[src/design/zip_central_dir_parser_top_defines.svh]
// Assertion macros shared by the zip central directory parser modules.
// No dependencies; define NO_ASSERTIONS to compile the checks out.
`ifndef ZIP_CENTRAL_DIR_PARSER_TOP_DEFINES_SVH
`define ZIP_CENTRAL_DIR_PARSER_TOP_DEFINES_SVH

`ifndef NO_ASSERTIONS

// Clocked check that is switched off while reset is asserted.
`define ZCD_ASSERT(lbl, clk, rst_n, prop, msg) \
  lbl: assert property (@(posedge clk) disable iff (!rst_n) prop) else $error(msg);

// Clocked check that also holds during reset.
`define ZCD_ASSERT_ALWAYS(lbl, clk, prop, msg) \
  lbl: assert property (@(posedge clk) prop) else $error(msg);

`else

`define ZCD_ASSERT(lbl, clk, rst_n, prop, msg)
`define ZCD_ASSERT_ALWAYS(lbl, clk, prop, msg)

`endif

`endif

[src/design/zcd_pkg.sv]
// Shared types and constants of the zip central directory parser.
// Used by zcd_parser, zcd_out_fifo and zip_central_dir_parser_top.
package zcd_pkg;

  // Fixed central directory header layout.
  localparam int unsigned HeaderBytes = 46;
  localparam int unsigned PosW        = $clog2(HeaderBytes);
  localparam logic [31:0] CdSignature = 32'h0201_4b50;
  localparam logic [15:0] FlagEncrypt = 16'h0001;
  localparam logic [15:0] MethodStore = 16'h0000;

  // Default depth of the result queue.
  localparam int unsigned OutDepth = 4;

  // Register index of entries_expected.
  localparam logic [0:0] RegEntriesExp = 1'b0;

  typedef enum logic [1:0] {
    KindSummary = 2'd0,
    KindName    = 2'd1,
    KindError   = 2'd2,
    KindDone    = 2'd3
  } kind_e;

  typedef enum logic [1:0] {
    ErrSignature  = 2'd0,
    ErrEncrypted  = 2'd1,
    ErrCompressed = 2'd2
  } err_e;

  typedef enum logic [5:0] {
    PhIdle   = 6'b000001,
    PhHeader = 6'b000010,
    PhName   = 6'b000100,
    PhSkip   = 6'b001000,
    PhDone   = 6'b010000,
    PhError  = 6'b100000
  } phase_e;

  // One result item.
  typedef struct packed {
    kind_e       kind;
    logic [31:0] crc;
    logic [31:0] size;
    logic [15:0] dos_time;
    logic [15:0] dos_date;
    logic [15:0] name_length;
    logic [31:0] local_offset;
    logic [7:0]  name_char;
    err_e        error_code;
    logic        entry_last;
  } res_t;

  // Write strobes from the parser into the result queue.
  typedef struct packed {
    logic first;
    logic second;
  } push_t;

endpackage

[src/design/zcd_parser.sv]
// Per-byte parse logic: header shift register, phase machine and counters.
// Depends on zcd_pkg and the assertion macros in the defines header.
`include "zip_central_dir_parser_top_defines.svh"

module zcd_parser (
  input  logic           clk_i,
  input  logic           rst_ni,
  input  logic           step_i,
  input  logic [7:0]     byte_i,
  input  logic           start_i,
  input  logic [15:0]    entries_expected_i,
  output zcd_pkg::push_t push_o,
  output zcd_pkg::res_t  res0_o,
  output zcd_pkg::res_t  res1_o
);

  localparam int unsigned HdrN = zcd_pkg::HeaderBytes;
  localparam int unsigned PosW = zcd_pkg::PosW;
  localparam logic [PosW-1:0] PosLast = PosW'(HdrN - 1);

  zcd_pkg::phase_e phase_q, phase_d, phase_eff;
  logic [PosW-1:0] pos_q, pos_d, pos_base;
  logic [15:0]     name_q, name_d, name_dec, name_len;
  logic [16:0]     skip_q, skip_d, skip_dec, skip_sum;
  logic [15:0]     done_q, done_d, done_base, done_inc;
  logic            fin_done;
  logic            hdr_step;
  logic [7:0]      hdr_q [HdrN];
  logic [7:0]      hdr_d [HdrN];
  logic [31:0]     sig;
  logic [15:0]     flags, method;
  zcd_pkg::res_t   res_done;

  // The header enters at the top and moves down, so after a full header
  // byte k sits at index k.
  assign hdr_step = step_i &&
                    (start_i ? (entries_expected_i != 16'd0) : (phase_q == zcd_pkg::PhHeader));

  always_comb begin
    for (int i = 0; i < HdrN - 1; i++) begin
      hdr_d[i] = hdr_q[i+1];
    end
    hdr_d[HdrN-1] = byte_i;
  end

  always_ff @(posedge clk_i) begin
    if (hdr_step) begin
      hdr_q <= hdr_d;
    end
  end

  // Header fields, read from the completed header on its last byte.
  assign sig      = {hdr_d[3], hdr_d[2], hdr_d[1], hdr_d[0]};
  assign flags    = {hdr_d[9], hdr_d[8]};
  assign method   = {hdr_d[11], hdr_d[10]};
  assign name_len = {hdr_d[29], hdr_d[28]};
  assign skip_sum = {1'b0, hdr_d[31], hdr_d[30]} + {1'b0, hdr_d[33], hdr_d[32]};

  // A start byte clears the parse state before the byte itself is parsed.
  assign phase_eff = start_i ? zcd_pkg::PhHeader : phase_q;
  assign pos_base  = start_i ? '0 : pos_q;
  assign done_base = start_i ? 16'd0 : done_q;
  assign done_inc  = done_base + 16'd1;
  assign fin_done  = (done_inc >= entries_expected_i);
  assign name_dec  = name_q - 16'd1;
  assign skip_dec  = skip_q - 17'd1;

  always_comb begin
    res_done      = '0;
    res_done.kind = zcd_pkg::KindDone;
  end

  // Phase machine and result generation for one byte.
  always_comb begin
    phase_d = phase_q;
    pos_d   = pos_q;
    name_d  = name_q;
    skip_d  = skip_q;
    done_d  = done_q;
    push_o  = '0;
    res0_o  = '0;
    res1_o  = '0;
    if (step_i) begin
      if (start_i) begin
        pos_d  = '0;
        name_d = 16'd0;
        skip_d = 17'd0;
        done_d = 16'd0;
      end
      if (start_i && (entries_expected_i == 16'd0)) begin
        phase_d      = zcd_pkg::PhDone;
        push_o.first = 1'b1;
        res0_o       = res_done;
      end else begin
        case (phase_eff)
          zcd_pkg::PhHeader: begin
            phase_d = zcd_pkg::PhHeader;
            if (pos_base != PosLast) begin
              pos_d = pos_base + 1'b1;
            end else begin
              pos_d        = '0;
              push_o.first = 1'b1;
              if (sig != zcd_pkg::CdSignature) begin
                res0_o.kind       = zcd_pkg::KindError;
                res0_o.error_code = zcd_pkg::ErrSignature;
                phase_d           = zcd_pkg::PhError;
              end else if ((flags & zcd_pkg::FlagEncrypt) != 16'd0) begin
                res0_o.kind       = zcd_pkg::KindError;
                res0_o.error_code = zcd_pkg::ErrEncrypted;
                phase_d           = zcd_pkg::PhError;
              end else if (method != zcd_pkg::MethodStore) begin
                res0_o.kind       = zcd_pkg::KindError;
                res0_o.error_code = zcd_pkg::ErrCompressed;
                phase_d           = zcd_pkg::PhError;
              end else begin
                res0_o.kind         = zcd_pkg::KindSummary;
                res0_o.crc          = {hdr_d[19], hdr_d[18], hdr_d[17], hdr_d[16]};
                res0_o.size         = {hdr_d[27], hdr_d[26], hdr_d[25], hdr_d[24]};
                res0_o.dos_time     = {hdr_d[13], hdr_d[12]};
                res0_o.dos_date     = {hdr_d[15], hdr_d[14]};
                res0_o.name_length  = name_len;
                res0_o.local_offset = {hdr_d[45], hdr_d[44], hdr_d[43], hdr_d[42]};
                res0_o.entry_last   = (name_len == 16'd0);
                name_d              = name_len;
                skip_d              = skip_sum;
                if (name_len != 16'd0) begin
                  phase_d = zcd_pkg::PhName;
                end else if (skip_sum != 17'd0) begin
                  phase_d = zcd_pkg::PhSkip;
                end else begin
                  // Entry ends on its header.
                  done_d = done_inc;
                  if (fin_done) begin
                    phase_d       = zcd_pkg::PhDone;
                    push_o.second = 1'b1;
                    res1_o        = res_done;
                  end else begin
                    phase_d = zcd_pkg::PhHeader;
                  end
                end
              end
            end
          end
          zcd_pkg::PhName: begin
            push_o.first     = 1'b1;
            res0_o.kind      = zcd_pkg::KindName;
            res0_o.name_char = byte_i;
            name_d           = name_dec;
            if (name_dec == 16'd0) begin
              res0_o.entry_last = 1'b1;
              if (skip_q != 17'd0) begin
                phase_d = zcd_pkg::PhSkip;
              end else begin
                done_d = done_inc;
                if (fin_done) begin
                  phase_d       = zcd_pkg::PhDone;
                  push_o.second = 1'b1;
                  res1_o        = res_done;
                end else begin
                  phase_d = zcd_pkg::PhHeader;
                  pos_d   = '0;
                end
              end
            end
          end
          zcd_pkg::PhSkip: begin
            skip_d = skip_dec;
            if (skip_dec == 17'd0) begin
              done_d = done_inc;
              if (fin_done) begin
                phase_d      = zcd_pkg::PhDone;
                push_o.first = 1'b1;
                res0_o       = res_done;
              end else begin
                phase_d = zcd_pkg::PhHeader;
                pos_d   = '0;
              end
            end
          end
          default: begin
            // Idle, done or halted on an error: the byte is dropped.
          end
        endcase
      end
    end
  end

  // Parse state registers.
  always_ff @(posedge clk_i or negedge rst_ni) begin
    if (!rst_ni) begin
      phase_q <= zcd_pkg::PhIdle;
      pos_q   <= '0;
      name_q  <= 16'd0;
      skip_q  <= 17'd0;
      done_q  <= 16'd0;
    end else begin
      phase_q <= phase_d;
      pos_q   <= pos_d;
      name_q  <= name_d;
      skip_q  <= skip_d;
      done_q  <= done_d;
    end
  end

  `ZCD_ASSERT(a_second_needs_first, clk_i, rst_ni, push_o.second |-> push_o.first, "second result without first")
  `ZCD_ASSERT(a_second_is_done, clk_i, rst_ni, push_o.second |-> (res1_o.kind == zcd_pkg::KindDone), "second result is not done")
  `ZCD_ASSERT(a_no_push_idle, clk_i, rst_ni, !step_i |-> !push_o.first, "result without a byte")
  `ZCD_ASSERT(a_done_phase, clk_i, rst_ni, ((push_o.first && (res0_o.kind == zcd_pkg::KindDone)) || push_o.second) |=> (phase_q == zcd_pkg::PhDone), "done result without done phase")

endmodule

[src/design/zcd_out_fifo.sv]
// Result queue: takes up to two results a cycle, gives one a cycle while
// m_ready_i is high. Depends on zcd_pkg and the defines header's macros.
`include "zip_central_dir_parser_top_defines.svh"

module zcd_out_fifo #(
  parameter int unsigned Depth = zcd_pkg::OutDepth
) (
  input  logic           clk_i,
  input  logic           rst_ni,
  input  zcd_pkg::push_t push_i,
  input  zcd_pkg::res_t  res0_i,
  input  zcd_pkg::res_t  res1_i,
  output logic           room_o,
  output logic           m_valid_o,
  input  logic           m_ready_i,
  output zcd_pkg::res_t  m_res_o
);

  localparam int unsigned PtrW = (Depth > 1) ? $clog2(Depth) : 1;
  localparam int unsigned CntW = $clog2(Depth + 1);
  localparam logic [PtrW-1:0] PtrLast = PtrW'(Depth - 1);

  zcd_pkg::res_t mem_q [Depth];
  logic [PtrW-1:0] wp_q, wp_d, wp_next, wp_next2, rp_q, rp_d;
  logic [CntW-1:0] cnt_q, cnt_d;
  logic            pop;

  // Room for two results, the most one byte can cause.
  assign room_o    = (cnt_q <= CntW'(Depth - 2));
  assign m_valid_o = (cnt_q != '0);
  assign m_res_o   = mem_q[rp_q];
  assign pop       = m_valid_o && m_ready_i;

  // Pointer arithmetic with wrap at the depth.
  assign wp_next  = (wp_q == PtrLast) ? '0 : wp_q + 1'b1;
  assign wp_next2 = (wp_next == PtrLast) ? '0 : wp_next + 1'b1;

  always_comb begin
    wp_d = wp_q;
    if (push_i.first && push_i.second) begin
      wp_d = wp_next2;
    end else if (push_i.first) begin
      wp_d = wp_next;
    end
    rp_d = rp_q;
    if (pop) begin
      rp_d = (rp_q == PtrLast) ? '0 : rp_q + 1'b1;
    end
    cnt_d = cnt_q + CntW'(push_i.first) + CntW'(push_i.second) - CntW'(pop);
  end

  // Result storage.
  always_ff @(posedge clk_i) begin
    if (push_i.first) begin
      mem_q[wp_q] <= res0_i;
    end
    if (push_i.second) begin
      mem_q[wp_next] <= res1_i;
    end
  end

  // Queue control.
  always_ff @(posedge clk_i or negedge rst_ni) begin
    if (!rst_ni) begin
      wp_q  <= '0;
      rp_q  <= '0;
      cnt_q <= '0;
    end else begin
      wp_q  <= wp_d;
      rp_q  <= rp_d;
      cnt_q <= cnt_d;
    end
  end

  `ZCD_ASSERT_ALWAYS(a_cnt_bound, clk_i, !rst_ni || (cnt_q <= CntW'(Depth)), "queue count beyond depth")
  `ZCD_ASSERT(a_push_not_full, clk_i, rst_ni, push_i.first |-> (cnt_q <= CntW'(Depth - 1)), "push into a full queue")
  `ZCD_ASSERT(a_pop_count, clk_i, rst_ni, (pop && !push_i.first) |=> (CntW'(cnt_q + 1'b1) == $past(cnt_q)), "pop did not lower the count")

endmodule

[src/design/zip_central_dir_parser_top.sv]
// Zip central directory parser: one byte request per cycle in; entry summaries, name
// bytes, error and done results out. A result is valid once its byte has passed the
// input register and been written into the result queue. Throughput is one byte per
// cycle; a byte that ends a directory can cause two results, which leave one at a time.
// The input stalls only while the queue holds more than OutDepth - 2 results.
// rst_ni is asynchronous, active low: parser idle, queue empty, entries_expected zero.
module zip_central_dir_parser_top #(
  parameter int unsigned OutDepth = zcd_pkg::OutDepth
) (
  input  logic         clk_i,
  input  logic         rst_ni,
  // Byte stream in.
  input  logic         s_axis_tvalid,
  output logic         s_axis_tready,
  input  logic [7:0]   s_axis_tdata,   // [7:0] data_byte
  input  logic [0:0]   s_axis_tuser,   // [0] start_flag
  // Results out.
  output logic         m_axis_tvalid,
  input  logic         m_axis_tready,
  // [31:0] entry_crc, [63:32] entry_size, [79:64] dos_time, [95:80] dos_date,
  // [111:96] name_length, [143:112] local_offset, [151:144] name_char,
  // [153:152] error_code, [159:154] zero
  output logic [159:0] m_axis_tdata,
  output logic [1:0]   m_axis_tuser,   // [1:0] result_kind
  output logic         m_axis_tlast,   // entry_last
  // Configuration.
  input  logic         psel,
  input  logic         penable,
  input  logic         pwrite,
  input  logic [2:0]   paddr,
  input  logic [31:0]  pwdata,
  output logic [31:0]  prdata,
  output logic         pready
);

  logic           in_valid_q;
  logic [7:0]     in_byte_q;
  logic           in_start_q;
  logic           consume;
  logic           room;
  logic [15:0]    entries_exp_q;
  zcd_pkg::push_t push;
  zcd_pkg::res_t  res0, res1, out_res;

  // Register port: one register, written in the access phase.
  assign pready = 1'b1;
  assign prdata = (paddr[2:2] == zcd_pkg::RegEntriesExp) ? {16'd0, entries_exp_q} : 32'd0;

  always_ff @(posedge clk_i or negedge rst_ni) begin
    if (!rst_ni) begin
      entries_exp_q <= 16'd0;
    end else if (psel && penable && pwrite && (paddr[2:2] == zcd_pkg::RegEntriesExp)) begin
      entries_exp_q <= pwdata[15:0];
    end
  end

  // Input register: drained whenever the queue can take a full step's output.
  assign consume       = in_valid_q && room;
  assign s_axis_tready = !in_valid_q || room;

  always_ff @(posedge clk_i or negedge rst_ni) begin
    if (!rst_ni) begin
      in_valid_q <= 1'b0;
    end else if (s_axis_tready) begin
      in_valid_q <= s_axis_tvalid;
    end
  end

  always_ff @(posedge clk_i) begin
    if (s_axis_tvalid && s_axis_tready) begin
      in_byte_q  <= s_axis_tdata;
      in_start_q <= s_axis_tuser[0];
    end
  end

  zcd_parser u_parser (
    .clk_i              (clk_i),
    .rst_ni             (rst_ni),
    .step_i             (consume),
    .byte_i             (in_byte_q),
    .start_i            (in_start_q),
    .entries_expected_i (entries_exp_q),
    .push_o             (push),
    .res0_o             (res0),
    .res1_o             (res1)
  );

  zcd_out_fifo #(
    .Depth (OutDepth)
  ) u_out_fifo (
    .clk_i     (clk_i),
    .rst_ni    (rst_ni),
    .push_i    (push),
    .res0_i    (res0),
    .res1_i    (res1),
    .room_o    (room),
    .m_valid_o (m_axis_tvalid),
    .m_ready_i (m_axis_tready),
    .m_res_o   (out_res)
  );

  // Pack the result onto the stream.
  assign m_axis_tdata = {6'd0, out_res.error_code, out_res.name_char, out_res.local_offset,
                         out_res.name_length, out_res.dos_date, out_res.dos_time,
                         out_res.size, out_res.crc};
  assign m_axis_tuser = out_res.kind;
  assign m_axis_tlast = out_res.entry_last;

endmodule
[config.mk]
export PLATFORM = sky130hd
export DESIGN_NAME = zip_central_dir_parser_top
export DESIGN_NICKNAME = d
export VERILOG_FILES = /design/src/design/zcd_pkg.sv /design/src/design/zcd_parser.sv /design/src/design/zcd_out_fifo.sv /design/src/design/zip_central_dir_parser_top.sv
export VERILOG_INCLUDE_DIRS = /design/src /design/src/design
export SDC_FILE = /design/constraint.sdc
export NUM_CORES = 2
export LEC_CHECK = 0
export BUFFER_PORTS_ARGS = -buffer_cell sky130_fd_sc_hd__buf_2
export CAP_MARGIN = 20
export CORE_AREA = 2 2 427 429
export DETAILED_ROUTE_END_ITERATION = 10
export DIE_AREA = 0 0 429 431
export RECOVER_POWER = 25
export SYNTH_ARGS = -nofsm -noshare
export SYNTH_HDL_FRONTEND = slang
export SYNTH_SLANG_ARGS = --single-unit
export TNS_END_PERCENT = 5
[constraint.sdc]
create_clock -name clk_i -period 21.5 [get_ports clk_i]
set_input_delay 2.15 -clock clk_i [delete_from_list [all_inputs] [get_ports clk_i]]
set_output_delay 2.15 -clock clk_i [all_outputs]
set_load 0.05 [all_outputs]
## Yosys cells after proc, flatten, opt, wreduce, memory -nomap -nowiden

Memories as Yosys holds them, arrays and structs flattened.
Index checks and enable logic that the tools add are counted.

- Flip-flop bits (word level): 454
- Bits in writable memories: 628
- Input port bits: 51
- Logic and storage cells: 214
- Memories kept: 1

Memory list:

| name | depth | bits a word | rd ports | clocked after Yosys merged registers in | wr ports | line | text |
|---|---|---|---|---|---|---|---|
| u_out_fifo.mem_q | 4 | 157 | 1 | 0 | 2 | zcd_out_fifo.sv:23 | `zcd_pkg::res_t mem_q [Depth];` |

- Add/sub/neg operators: 11
- Magnitude comparators: 2
- Eq/ne operators: 11
- Multiplexer cells: 107
- Bitwise gates (word level): 1
- Reduce and logical (&&, ||, !) cells: 24

Operator list:

| operator | count |
|---|---|
| two-way mux 157 bit | 14 |
| two-way mux 144 bit | 3 |
| one-hot mux 157 bit (2 select lines) | 1 |
| two-way mux 16 bit | 18 |
| one-hot mux 144 bit (2 select lines) | 1 |
| two-way mux 146 bit | 1 |
| two-way mux 17 bit | 6 |
| two-way mux 6 bit | 16 |
| zero test 16 bit | 3 |
| one-hot mux 16 bit (3 select lines) | 1 |
| nonzero test 16 bit | 3 |
| one-hot mux 6 bit (3 select lines) | 2 |
| one-hot mux 17 bit (2 select lines) | 1 |
| nonzero test 17 bit | 2 |
| inequality test 32 x 26 -> 1 bit (second input constant) | 1 |
| one-hot mux 16 bit (2 select lines) | 1 |
| two-way mux 2 bit | 12 |
| two-way mux 1 bit | 20 |
| adder 16 x 16 -> 17 bit | 1 |
| zero test 17 bit | 1 |
| subtractor 17 x 1 -> 17 bit (second input constant) | 1 |
| adder 16 x 1 -> 16 bit (second input constant) | 1 |
| >= comparator 16 bit | 1 |
| one-hot mux 8 bit (2 select lines) | 1 |
| other kinds (26) | 44 |

## Logic depth before layout (Yosys ltp)

- Word-level depth: 16
- Mapped depth: 26

## Hierarchy

From an unflattened synthesis, not the netlist that was laid out.

- Cell total of the unflattened synthesis: 3155
- Area total of the unflattened synthesis: 51185.3 µm²

Modules (own cells, without submodules):

| module | instances | cells each | area each (µm²) | seq. area each (µm²) |
|---|---|---|---|---|
| zcd_out_fifo | 1 | 1571 | 30704.4 | 19033.3 |
| zcd_parser | 1 | 1494 | 19215.9 | 12338.1 |
| zip_central_dir_parser_top | 1 | 90 | 1265.0 | 695.7 |

## Worst setup path after synthesis

Ideal clock, no wire load.

- Kind: register to register
- From: register u_parser.phase_q[0]
- To: register u_out_fifo.cnt_q[1]
- Setup time: 135 ps
- Data arrival time: 10851 ps
- Required time: 21365 ps
- Path slack: 10513 ps
- Cell stages (with the launch flop): 14
- Cell sequence: dfstp_2 -> or3_1 -> or4b_1 -> clkbuf_1 -> nand2_1 -> nand2_1 -> inv_1 -> nand3_1 -> nor4_1 -> nor2_1 -> ha_1 -> fa_1 -> inv_1 -> fa_1

- Longest elaborated chain between the ends: 8
- Elaborated cells between the ends (all ways): 12

RTL lines:

| what | line | text |
|---|---|---|
| from (decl) | zcd_parser.sv:21 | `zcd_pkg::phase_e phase_q, phase_d, phase_eff;` |
| from (signal assigned) | zcd_parser.sv:191 | `phase_q <= zcd_pkg::PhIdle;` |
| from (signal assigned) | zcd_parser.sv:197 | `phase_q <= phase_d;` |
| two-way mux 6 bit (*) | zcd_parser.sv:60 | `assign phase_eff = start_i ? zcd_pkg::PhHeader : phase_q;` |
| == test 6 x 4 -> 1 bit (tied with other cells) | zcd_parser.sv:95 | `case (phase_eff)` |
| one-hot mux 1 bit (3 select lines) | zcd_parser.sv:95 |  |
| two-way mux 1 bit | zcd_parser.sv:90 | `if (start_i && (entries_expected_i == 16'd0)) begin` |
| two-way mux 2 bit (*) | zcd_parser.sv:83 | `if (step_i) begin` |
| adder 3 x 1 -> 3 bit | zcd_out_fifo.sv:49 | `cnt_d = cnt_q + CntW'(push_i.first) + CntW'(push_i.second) - CntW'(pop);` |
| adder 3 x 1 -> 3 bit (*) | zcd_out_fifo.sv:49 |  |
| subtractor 3 x 1 -> 3 bit (*) | zcd_out_fifo.sv:49 |  |
| net u_out_fifo.cnt_d[1] | zcd_out_fifo.sv:25 | `logic [CntW-1:0] cnt_q, cnt_d;` |
| to (signal assigned) | zcd_out_fifo.sv:71 | `cnt_q <= cnt_d;` |
| to (decl) | zcd_out_fifo.sv:25 |  |

The timed path passes the listed nets; every way through them passes the cells marked *.
A chain may end at the register's enable or synchronous reset.

==> impl_metrics.toml <==
[status]
outcome = "complete, but fails checks"
violations = "max-capacitance violations, max-slew violations"

[final_layout]
syn_to_final_growth_pct = 15.0
drive_gt1_frac = 0.151
nets = 4284

[yosys]
async_reset_ff_frac = 0.0786
synth_seq_area_share = 0.578
synth_area_leaders = "dfxtp_1, edfxtp_1, mux4_2"
synth_area_per_cell_sq_um = 10.7
synth_common_cells = "dfxtp_1, nand2_1, a21oi_1, nand3_1, edfxtp_1"
synth_top_flop_cell = "dfxtp_1"
syn-cell-area_sq_um = 44800
synth-seq-cells = 1082
synth_edf_count = 377
yosys.area.top_type_share = 0.277
yosys.area.top_type = "dfxtp_1"
synth_warnings = 0
syn_inst = 4169
synth.most_common_cell = "dfxtp_1"
ys_types = 94

[cts]
h-tree-depth = 3
cts.hold.buffers_added = 0
clock-root-buffer = "clkbuf_16"
clock_sinks = 1082
cts_resized = 0
max-clock-path-buffers = 3
cts.clk_slew.worst_paths_ps = 60
cts_setup_buffers = 0
cts_tree = "yes"
cts_made_buffers = 112
clkLatencyLatePin_ps = 780

[floorplanning]
die_area_sq_um = 185000
start_util = 0.249
rows = 156
die_y_um = 431
die_w_um = 429
core_area_sq_um = 180000
pin_count = 249

[worst_setup_path]
critPathKind = "in -> async"
end_kind = "async pin"
critical_path.n_buffers_inverters = 2
slowest_delay_ps = 2960
start_kind = "input pin"
reg2reg_from = "in_start_q"
crit_fanout = 69
cp-startpoint = "rst_ni"
worst_ep_arrival_time_ps = 5860
critical-path-top-delay-family = "buffers and inverters"
crit_slowest_cell = "clkbuf_1"
worst_ep_required_time_ps = 20760
critical_path.cell_chain = "clkbuf_1, clkbuf_1"
path_common_cell = "clkbuf_1"

[sta]
fin_skew_ps = 83.7
report.final.hold_viol_count = 0
rsz0062_at_grt = "no"
max_clock_freq_ghz = 0.151
finalMaxSlewViolations = 70
tightest_slew_ps = 4140
holdWs_ps = 413
tns_ps = 0
finalSetupViolations = 0
finalCriticalPeriod_ps = 6610
period_share = 0.307
maxSlewHeadroom = -1.76

[power_and_ir_drop]
max-vdd-ir-drop_uv = 119
leakage_nw = 18.1
switchingPower_mw = 2.00
power_density_nw_per_um2 = 117
p_seq_frac = 0.494
p_int_mw = 4.02
p_clk_frac = 0.325
combPwrFrac = 0.181
swShare = 0.333

[global_routing]
grt_usage = 0.145
antenna_found_initial = 7
grt_max_degree = 217
grt_overflow = 0
grt_pass1_vias = 32700
grt_pass1_wl_um = 208000

[drt]
wirelength_um = 141000
drt_iter0_drc = 3530
drc_errors = 0
vias = 33800
dr.pass1.iters = 6
wl_per_cell_um = 21.1
ant_nets = 0
viasPerCell = 5.08

[min_path]
min-delay-start = "u_parser.hdr_d[328]"
hold_path.class = "reg -> reg"

[place]
gp_congestion = 0.861
dp_hpwl_um = 82000
io_buffers = 207

[job]
drv_cap = 1
flip-flops by register name (all words and copies together), names as in the netlist, 3 cells and up:
name / cells
u_parser.done_q: 16
u_parser.name_q: 16
u_out_fifo.mem_q: 628
entries_exp_q: 16
u_out_fifo.cnt_q: 3
u_parser.hdr_d: 344
u_parser.phase_q: 6
u_parser.flags: 16
u_parser.pos_q: 6
in_byte_q: 8
u_parser.skip_q: 17
power groups by stage:
stage | logic, mW | registers (mW) | clock network, mW
floorplan | 0.797 | 2.91 | 0
global placement | 1.08 | 3.01 | 0
detailed placement | 1.09 | 3.01 | 0
CTS | 1.09 | 2.98 | 2.00
global route | 1.17 | 3.02 | 2.08
finish | 1.09 | 2.98 | 1.95
layout by cell type, fill, tap and decap left out, drive strengths merged, types with 17 or more instances in the layout:
| cell | synthesis | layout |
|---|---|---|
| nor4 | 28 | 28 |
| edfxtp | 377 | 377 |
| conb | 2 | 23 |
| clkinv | 1 | 44 |
| a32oi | 21 | 21 |
| ha | 48 | 48 |
| dfrtp | 84 | 84 |
| and2 | 47 | 47 |
| mux4 | 157 | 157 |
| dfxtp | 620 | 620 |
| nand3 | 528 | 528 |
| nor2 | 137 | 137 |
| nand2b | 17 | 17 |
| nand2 | 614 | 614 |
| a22oi | 17 | 17 |
| buf | 149 | 253 |
| inv | 56 | 62 |
| a21oi | 544 | 544 |
| nor3 | 24 | 24 |
| o21ai | 92 | 92 |
| a32o | 66 | 66 |
| a31oi | 54 | 54 |
| mux2 | 18 | 18 |
| nand4 | 17 | 17 |
| clkbuf | 234 | 164 |
area by class of cell:
type | count | area, sq um
antenna | 2 | 5.00
fill | 18500 | 129000
clock buffer | 156 | 3160
timing repair buffer | 261 | 1530
tap | 2370 | 2970
sequential | 1082 | 25900
clock inverter | 56 | 571
inverter | 57 | 221
multi-input combinational | 2668 | 17200
stage by stage:
| stage | cell area (sq um) | setup slack (ps) | power (mW) | std cells | util |
|---|---|---|---|---|---|
| 6_report | 51500 | 14890 | 6.02 | 6652 | 0.286 |
| 5_1_grt | 51500 | 13770 | 6.26 | 6650 | 0.286 |
| 4_1_cts | 51400 | 15510 | 6.07 | 6646 | 0.285 |
| 3_5_place_dp | 47700 | 15510 | 4.10 | 6434 | 0.265 |
| 3_3_place_gp | 47700 | 15600 | 4.09 | 6434 | 0.265 |
| 2_1_floorplan | 44900 | 10510 | 3.70 | 4190 | - |
worst paths after layout:
| path | slack, ps | depth (start not counted) | to |
|---|---|---|---|
| worst max register to register | 15460 | 22 | u_out_fifo.mem_q[0][74] |
| worst min-delay path | 410 | 0 | u_parser.hdr_d[336] |
| worst min register to register | 410 | 0 | u_parser.hdr_d[336] |
| min in group asynchronous | 1530 | 1 | entries_exp_q[8] |
| max in group clk_i | 15460 | 22 | u_out_fifo.mem_q[0][74] |
| worst max-delay path | 14890 | 2 | u_out_fifo.rp_q[0] |
kinds of logic after synthesis:
group,after synthesis,synth area share
muxes,178,0.0842
DFF,1082,0.578
adders and majority gates,51,0.0148
buffers and inverters,440,0.0430
xor gates and xnor gates,30,0.00604
AOI/OAI and AO/OA,893,0.120
and+or+nand+nor,1493,0.154
other,2,0.000168
layer usage:
metal  global-route usage  share of wire
met5                    0              0
met4               0.0650          0.042
met3               0.0239          0.066
met2                0.244           0.49
met1                0.183           0.41
No activity file was read; power rests on OpenSTA's default activity.
